## src/hdl/exl_pkg.sv

```systemverilog
`timescale 1ns / 1ps

package exl_pkg;

    // Widths of the stream payloads.
    localparam int unsigned CHAR_W = 8;
    localparam int unsigned KIND_W = 3;
    localparam int unsigned USER_W = KIND_W + 4;

    // Character codes that the lexer looks for.
    localparam logic [CHAR_W-1:0] CH_DOT    = 8'h2E;
    localparam logic [CHAR_W-1:0] CH_UNDER  = 8'h5F;
    localparam logic [CHAR_W-1:0] CH_RPAR   = 8'h29;
    localparam logic [CHAR_W-1:0] CH_LPAR   = 8'h28;
    localparam logic [CHAR_W-1:0] CH_PLUS   = 8'h2B;
    localparam logic [CHAR_W-1:0] CH_MINUS  = 8'h2D;
    localparam logic [CHAR_W-1:0] CH_STAR   = 8'h2A;
    localparam logic [CHAR_W-1:0] CH_SLASH  = 8'h2F;
    localparam logic [CHAR_W-1:0] CH_SPACE  = 8'h20;
    localparam logic [CHAR_W-1:0] CH_TAB    = 8'h09;
    localparam logic [CHAR_W-1:0] CH_CR     = 8'h0D;
    localparam logic [CHAR_W-1:0] CH_ZERO   = 8'h30;
    localparam logic [CHAR_W-1:0] CH_NINE   = 8'h39;
    localparam logic [CHAR_W-1:0] CH_LOW_A  = 8'h61;
    localparam logic [CHAR_W-1:0] CH_LOW_Z  = 8'h7A;
    localparam logic [CHAR_W-1:0] CH_UP_A   = 8'h41;
    localparam logic [CHAR_W-1:0] CH_UP_Z   = 8'h5A;

    // Token kinds as reported in the output beat.
    typedef enum logic [KIND_W-1:0] {
        KIND_NONE   = 3'd0,
        KIND_NUMBER = 3'd1,
        KIND_SYMBOL = 3'd2,
        KIND_SUM    = 3'd3,
        KIND_MUL    = 3'd4,
        KIND_LPAR   = 3'd5,
        KIND_RPAR   = 3'd6
    } t_kind;

    // Scanner state, one-hot.
    typedef enum logic [3:0] {
        MODE_IDLE   = 4'b0001,
        MODE_NUMBER = 4'b0010,
        MODE_SYMBOL = 4'b0100,
        MODE_ERROR  = 4'b1000
    } t_mode;

    // Character classes decoded from one code.
    typedef struct packed {
        logic is_space;
        logic is_digit;
        logic is_dot;
        logic is_word;   // letter or underscore
        logic is_sum;
        logic is_mul;
        logic is_lpar;
        logic is_rpar;
        logic is_delim;
    } t_char_class;

    // Result flags of one character.
    typedef struct packed {
        logic  line_error;
        logic  ends_here;
        logic  ends_previous;
        logic  starts_token;
        t_kind token_kind;
    } t_result;

endpackage

```

## src/hdl/exl_class.sv

```systemverilog
`timescale 1ns / 1ps

module exl_class (
    input  logic [exl_pkg::CHAR_W-1:0] i_char,
    output exl_pkg::t_char_class       o_class
);

    logic w_space;
    logic w_rpar;
    logic w_sum;
    logic w_mul;

    // Whitespace is tab through carriage return, and the space itself.
    assign w_space = (i_char == exl_pkg::CH_SPACE)
                   || (i_char >= exl_pkg::CH_TAB && i_char <= exl_pkg::CH_CR);
    assign w_rpar  = (i_char == exl_pkg::CH_RPAR);
    assign w_sum   = (i_char == exl_pkg::CH_PLUS) || (i_char == exl_pkg::CH_MINUS);
    assign w_mul   = (i_char == exl_pkg::CH_STAR) || (i_char == exl_pkg::CH_SLASH);

    // Decode every class in parallel.
    always_comb begin
        o_class.is_space = w_space;
        o_class.is_digit = (i_char >= exl_pkg::CH_ZERO) && (i_char <= exl_pkg::CH_NINE);
        o_class.is_dot   = (i_char == exl_pkg::CH_DOT);
        o_class.is_word  = ((i_char >= exl_pkg::CH_LOW_A) && (i_char <= exl_pkg::CH_LOW_Z))
                         || ((i_char >= exl_pkg::CH_UP_A) && (i_char <= exl_pkg::CH_UP_Z))
                         || (i_char == exl_pkg::CH_UNDER);
        o_class.is_sum   = w_sum;
        o_class.is_mul   = w_mul;
        o_class.is_lpar  = (i_char == exl_pkg::CH_LPAR);
        o_class.is_rpar  = w_rpar;
        o_class.is_delim = w_space || w_rpar || w_sum || w_mul;
    end

endmodule

```

## src/hdl/exl_scan.sv

```systemverilog
`timescale 1ns / 1ps

module exl_scan (
    input  logic                 i_clk,
    input  logic                 i_rst_n,
    input  logic                 i_en,
    input  exl_pkg::t_char_class i_class,
    input  logic                 i_last,
    output exl_pkg::t_result     o_result,
    output logic                 o_idle
);

    exl_pkg::t_mode r_mode;
    exl_pkg::t_mode n_mode;
    logic           r_dot;
    logic           n_dot;

    // Step logic: first finish any token in progress, then look at the
    // character from the between-tokens view if the token has ended.
    always_comb begin
        exl_pkg::t_mode  v_mode;
        exl_pkg::t_result v_res;
        logic            v_dot;
        logic            v_err;

        v_mode = r_mode;
        v_dot  = r_dot;
        v_err  = 1'b0;
        v_res  = '{line_error: 1'b0, ends_here: 1'b0, ends_previous: 1'b0,
                   starts_token: 1'b0, token_kind: exl_pkg::KIND_NONE};

        unique case (r_mode)
            exl_pkg::MODE_ERROR: begin
                v_err = 1'b1;
            end
            exl_pkg::MODE_NUMBER: begin
                if (i_class.is_digit) begin
                    v_res.token_kind = exl_pkg::KIND_NUMBER;
                end else if (i_class.is_dot) begin
                    if (r_dot) begin
                        v_err = 1'b1;
                    end else begin
                        v_dot            = 1'b1;
                        v_res.token_kind = exl_pkg::KIND_NUMBER;
                    end
                end else if (i_class.is_delim) begin
                    v_res.ends_previous = 1'b1;
                    v_mode              = exl_pkg::MODE_IDLE;
                end else begin
                    v_err = 1'b1;
                end
            end
            exl_pkg::MODE_SYMBOL: begin
                if (i_class.is_word || i_class.is_digit) begin
                    v_res.token_kind = exl_pkg::KIND_SYMBOL;
                end else if (i_class.is_delim) begin
                    v_res.ends_previous = 1'b1;
                    v_mode              = exl_pkg::MODE_IDLE;
                end else begin
                    v_err = 1'b1;
                end
            end
            default: begin
                v_mode = exl_pkg::MODE_IDLE;
            end
        endcase

        // Between tokens: start a new token or skip whitespace.
        if (!v_err && v_mode == exl_pkg::MODE_IDLE) begin
            priority if (i_class.is_space) begin
                v_res.token_kind = exl_pkg::KIND_NONE;
            end else if (i_class.is_digit || i_class.is_dot) begin
                v_res.token_kind   = exl_pkg::KIND_NUMBER;
                v_res.starts_token = 1'b1;
                v_dot              = i_class.is_dot;
                v_mode             = exl_pkg::MODE_NUMBER;
            end else if (i_class.is_sum) begin
                v_res.token_kind   = exl_pkg::KIND_SUM;
                v_res.starts_token = 1'b1;
                v_res.ends_here    = 1'b1;
            end else if (i_class.is_mul) begin
                v_res.token_kind   = exl_pkg::KIND_MUL;
                v_res.starts_token = 1'b1;
                v_res.ends_here    = 1'b1;
            end else if (i_class.is_lpar) begin
                v_res.token_kind   = exl_pkg::KIND_LPAR;
                v_res.starts_token = 1'b1;
                v_res.ends_here    = 1'b1;
            end else if (i_class.is_rpar) begin
                v_res.token_kind   = exl_pkg::KIND_RPAR;
                v_res.starts_token = 1'b1;
                v_res.ends_here    = 1'b1;
            end else if (i_class.is_word) begin
                v_res.token_kind   = exl_pkg::KIND_SYMBOL;
                v_res.starts_token = 1'b1;
                v_mode             = exl_pkg::MODE_SYMBOL;
            end else begin
                v_err = 1'b1;
            end
        end

        // An error blanks the flags; the end of line closes an open token.
        if (v_err) begin
            v_res  = '{line_error: 1'b1, ends_here: 1'b0, ends_previous: 1'b0,
                       starts_token: 1'b0, token_kind: exl_pkg::KIND_NONE};
            v_mode = exl_pkg::MODE_ERROR;
        end else if (i_last && (v_mode == exl_pkg::MODE_NUMBER
                                || v_mode == exl_pkg::MODE_SYMBOL)) begin
            v_res.ends_here = 1'b1;
        end

        o_result = v_res;

        // A new line always starts clean.
        if (i_last) begin
            n_mode = exl_pkg::MODE_IDLE;
            n_dot  = 1'b0;
        end else begin
            n_mode = v_mode;
            n_dot  = (v_mode == exl_pkg::MODE_NUMBER) ? v_dot : 1'b0;
        end
    end

    // State advances once per character handed to the result stage.
    always_ff @(posedge i_clk) begin
        if (!i_rst_n) begin
            r_mode <= exl_pkg::MODE_IDLE;
            r_dot  <= 1'b0;
        end else if (i_en) begin
            r_mode <= n_mode;
            r_dot  <= n_dot;
        end
    end

    assign o_idle = (r_mode == exl_pkg::MODE_IDLE) && !r_dot;

endmodule

```

## src/hdl/expression_lexer.sv

```systemverilog
`timescale 1ns / 1ps

// Channel  Direction  tdata                 tuser                                    tlast
// s_axis   in         [7:0] char_code       -                                        last_in_line
// m_axis   out        [7:0] char_echo       [2:0] kind, [3] start, [4] ends_prev,    line_done
//                                           [5] ends_here, [6] line_error
//
// One character per cycle sustained while the output is not stalled; each beat
// passes from input to output through the input register, then the result register.
// The scanner state advances as a character moves into the result register.
// Synchronous active-low reset returns the scanner to between-token state.
// A stalled output holds its beat; the input register keeps taking a beat
// whenever the result register is free or drains in the same cycle.

module expression_lexer (
    input  logic                        i_clk,
    input  logic                        i_rst_n,
    input  logic                        s_axis_tvalid,
    output logic                        s_axis_tready,
    input  logic [exl_pkg::CHAR_W-1:0]  s_axis_tdata,   // [7:0] char_code
    input  logic                        s_axis_tlast,
    output logic                        m_axis_tvalid,
    input  logic                        m_axis_tready,
    output logic [exl_pkg::CHAR_W-1:0]  m_axis_tdata,   // [7:0] char_echo
    output logic [exl_pkg::USER_W-1:0]  m_axis_tuser,   // [2:0] token_kind, [3] starts_token,
                                                        // [4] ends_previous, [5] ends_here,
                                                        // [6] line_error
    output logic                        m_axis_tlast
);

    logic                       r_in_valid;
    logic [exl_pkg::CHAR_W-1:0] r_in_char;
    logic                       r_in_last;
    logic                       r_out_valid;
    logic [exl_pkg::CHAR_W-1:0] r_out_char;
    exl_pkg::t_result           r_out_res;
    logic                       r_out_last;

    logic                       w_out_free;
    logic                       w_adv;
    exl_pkg::t_char_class       w_class;
    exl_pkg::t_result           w_res;
    logic                       w_idle;

    // Stage handshake: the result register frees when empty or drained.
    assign w_out_free    = !r_out_valid || m_axis_tready;
    assign w_adv         = r_in_valid && w_out_free;
    assign s_axis_tready = !r_in_valid || w_out_free;

    // Input register.
    always_ff @(posedge i_clk) begin
        if (!i_rst_n) begin
            r_in_valid <= 1'b0;
        end else if (s_axis_tready) begin
            r_in_valid <= s_axis_tvalid;
        end
    end

    always_ff @(posedge i_clk) begin
        if (s_axis_tready && s_axis_tvalid) begin
            r_in_char <= s_axis_tdata;
            r_in_last <= s_axis_tlast;
        end
    end

    exl_class u_class (
        .i_char  (r_in_char),
        .o_class (w_class)
    );

    exl_scan u_scan (
        .i_clk    (i_clk),
        .i_rst_n  (i_rst_n),
        .i_en     (w_adv),
        .i_class  (w_class),
        .i_last   (r_in_last),
        .o_result (w_res),
        .o_idle   (w_idle)
    );

    // Result register.
    always_ff @(posedge i_clk) begin
        if (!i_rst_n) begin
            r_out_valid <= 1'b0;
        end else if (w_out_free) begin
            r_out_valid <= r_in_valid;
        end
    end

    always_ff @(posedge i_clk) begin
        if (w_adv) begin
            r_out_char <= r_in_char;
            r_out_res  <= w_res;
            r_out_last <= r_in_last;
        end
    end

    assign m_axis_tvalid = r_out_valid;
    assign m_axis_tdata  = r_out_char;
    assign m_axis_tuser  = r_out_res;
    assign m_axis_tlast  = r_out_last;

    // An errored character carries no token flags.
    a_error_blank : assert property (@(posedge i_clk) disable iff (!i_rst_n)
        (r_out_valid && r_out_res.line_error) |->
            (r_out_res.token_kind == exl_pkg::KIND_NONE && !r_out_res.starts_token
             && !r_out_res.ends_previous && !r_out_res.ends_here))
        else $error("line_error beat carries token flags");

    // A token start always names a real token kind.
    a_start_kind : assert property (@(posedge i_clk) disable iff (!i_rst_n)
        (r_out_valid && r_out_res.starts_token) |->
            (r_out_res.token_kind != exl_pkg::KIND_NONE))
        else $error("token start without a kind");

    // The last character of a line leaves the scanner clean.
    a_line_reset : assert property (@(posedge i_clk) disable iff (!i_rst_n)
        (w_adv && r_in_last) |=> w_idle)
        else $error("scanner not idle after end of line");

endmodule

```

## config.mk

```make
export PLATFORM = sky130hd
export DESIGN_NAME = expression_lexer
export DESIGN_NICKNAME = d
export VERILOG_FILES = /design/src/hdl/exl_pkg.sv /design/src/hdl/exl_class.sv /design/src/hdl/exl_scan.sv /design/src/hdl/expression_lexer.sv
export SDC_FILE = /design/constraint.sdc
export NUM_CORES = 1
export LEC_CHECK = 0
export BUFFER_PORTS_ARGS = -buffer_cell sky130_fd_sc_hd__buf_2
export CAP_MARGIN = 20
export CORE_ASPECT_RATIO = 2
export CORE_UTILIZATION = 30
export DETAILED_ROUTE_END_ITERATION = 7
export SETUP_SLACK_MARGIN = 0.1
export SKIP_LAST_GASP = 1
export SLEW_MARGIN = 15
export SYNTH_ARGS = -nofsm -noshare
export SYNTH_HDL_FRONTEND = slang
export SYNTH_SLANG_ARGS = --single-unit
```

## constraint.sdc

```tcl
create_clock -name i_clk -period 3 [get_ports i_clk]
set_clock_uncertainty 0.15 [all_clocks]
set_input_delay 0.45 -clock i_clk [delete_from_list [all_inputs] [get_ports i_clk]]
set_output_delay 0.45 -clock i_clk [all_outputs]
set_load 0.02 [all_outputs]
```

==> summary.md <==
| Metric | Value |
|---|---|
| Ratio of total power to cell area | 476 nW/um2 |
| Total Power | roughly 910 uW |
| HP Class | input port to flop |
| Top area cells in the synthesized netlist | edfxtp_1 47%, dfxtp_1 8.7%, nor2_1 2.8% |
| Die width | 53.7 um |
| Clk buf depth | 2 |
| Period minus WS final | 2600 ps |
| DRC violations left | 0 |
| Top Ports | 31 |
| Slew Limit Fails | 0 |
| Worst IR Drop VDD | 0.000269 V |
| Core area | 5140 um2 |
| Crit end category | flop |
| Post-DP HPWL | around 2600 um |
| Setup violators final | 0 |
| Detailed-route via count | ~1,200 |
| Wire per inst | 15.0 um |
| Worst setup SP type | flop |
| I/O Buffers | 30 |
| Post-CTS resize count | 0 |
| Hold_buf cts | 0 |
| Global route overflow | 0 |
| Synth Cell Area | 1600 um2 |
| Clock root buffer master | clkbuf_8 |
| Syn_area_per_cell | 12.3 um2 |
| Drt first pass iters | 4 |
| Num CTS Buffers | 5 |
| # diodes | 0 |
| Final hold violations | 0 |
| Yosys reg bits | 32 |
| Critical path class | flop to flop |
| Yosys top cell by area | edfxtp_1 |
| Most frequent cell after synthesis | edfxtp_1 |
| Clk slew on worst S/H paths | 60 ps |
| Vias in the first global route | 1,133 |
| Number of distinct library cells after synthesis | 46 |
| Top cells by count, synth | 25 x edfxtp_1, 12 x nor2_1, 7 x dfxtp_1, 7 x nand2_1, 6 x a21oi_1 |
| Fmax | about 380 MHz |
| Leakage | 0.000679 uW |
| Footprint of the multi-input gates | 666 um2 |
| First-pass GRT wire length | 5330 um |
| DRT Wirelength | 3410 um |
| Final worst-path cycle share | between 80% and 90% |
| Measured slew at the worst slew-check pin | 668 ps |
| FP Rows | 37 |
| Nets@finish | 182 |
| Critical path data arrival time | 2640 ps |
| Worst EP required | 3040 ps |
| Initial Utilization | 31.2% |
| Die ar. | ~5700 um2 |
| Crit path max fanout | 8 |
| Fillers | between 500 and 600 |
| Die Ht | about 110 um |
| Total GRT Usage | 13.7% |
| Setup_tns | 0 ps |
| Seq/Total Area, Yosys | 55.5% |
| Synth Flop Type | edfxtp_1 |
| Initial detailed-routing violation count | 40 |
| Number of synthesized flops with an enable pin | 25 |
| CTS Sinks | 32 |
| Status | finished clean |
| ANT nets after route | 0 |
| Number of max-cap violations | 0 |
| Drt via density | 5.33 |
| Pin count of the biggest net entering global routing | 18 |
| Gpl congestion | 0.872 |
| Clock Latency Late Sink | 280 ps |
| Post-Syn Instances | 130 |
| Initial antenna violation count | 0 |
| FF/Latch Area | just under 900 um2 |
| Synth async-reset ratio | 0% |
| Synth Net Count | 143 |
| Rel. slew slack | ~55% |
| RSZ-0062 raised after global routing | no |
| Share of the synthesized area in the top cell type | about 47% |
| Layout area overhead | 19.7% |
| Post-CTS setup buffers | 0 |
| Yosys warnings | 0 |
| H-tree depth | 2 |
| Layout cells sized above 1 | ~33% |
| Clock tree from TritonCTS | built |
==> registers in the layout (all words and copies together) (netlist names), 4 cells and up <==
register,count
m_axis_tuser,7
r_in_char,8
u_scan.r_mode,4
m_axis_tdata,8
==> placed cells by master (no fill, tap or decap), types with 5 or more instances in the layout <==
cell type / n
buf_2: 30
edfxtp_1: 25
nor2_1: 12
nand2_1: 7
dfxtp_1: 7
buf_4: 7
a21oi_1: 6
nand3_1: 5
clkbuf_8: 5
==> stage by stage <==
stage | hold slack [ps] | utilization [%] | setup slack [ps] | cells | instance area (um2)
after CTS | 177 | 37.4 | 395 | 227 | 1920
final | 190 | 37.4 | 401 | 227 | 1920
after global placement | 365 | 35.9 | 425 | 220 | 1840
after detailed placement | 364 | 35.9 | 405 | 220 | 1840
after global routing | 182 | 37.4 | 235 | 227 | 1920
after floorplan | 297 | - | 550 | 130 | 1600
==> cells by family after synthesis <==
logic type                count (synthesis)  share of synthesized area, %
and+or+nand+nor                          58                          23.6
DFF                                      32                          55.5
AOI/OAI and AO/OA                        31                          17.4
buffers and inverters                     8                          2.96
xor gates and xnor gates                  1                         0.546
==> critical path, cell delays in order (launching register included) <==
cell and delay, ps:
edfxtp_1 500, or4b_4 620, or3_1 390, a221o_1 370
o2bb2ai_4 180, a2111oi_4 290
==> worst paths after layout <==
check | start | cells past startpoint | slack [ps] | end
setup reg to reg | r_in_char[4] | 5 | 400 | u_scan.r_mode[2]
hold / removal | s_axis_tlast | 1 | 190 | r_in_last
hold reg to reg | r_in_valid | 2 | 380 | m_axis_tvalid
setup / recovery | r_in_char[4] | 5 | 400 | u_scan.r_mode[2]
==> layer usage <==
layer	routed length, um	vias to the layer above	track usage [%]
met3	138	14	3.03
met2	1900	46	23.6
met4	194	0	11.1
li1	-	598	-
met1	1170	553	12.5
met5	0	-	0
==> power breakdown <==
part           switching, uW  total, uW  internal, uW
combinational           61.5       98.1          36.6
clock                    144        297           153
sequential              16.2        519           503
total                    222        914           692
==> final cells by class <==
cell class | count | share of cell area (%)
Sequential cell | 32 | 46.4
Multi-Input combinational cell | 90 | 34.7
Timing Repair Buffer | 37 | 10.6
Tap cell | 58 | 3.78
Clock buffer | 5 | 3.59
Inverter | 3 | 0.587
Clock inverter | 2 | 0.391
Power figures use the tool's default switching activity.
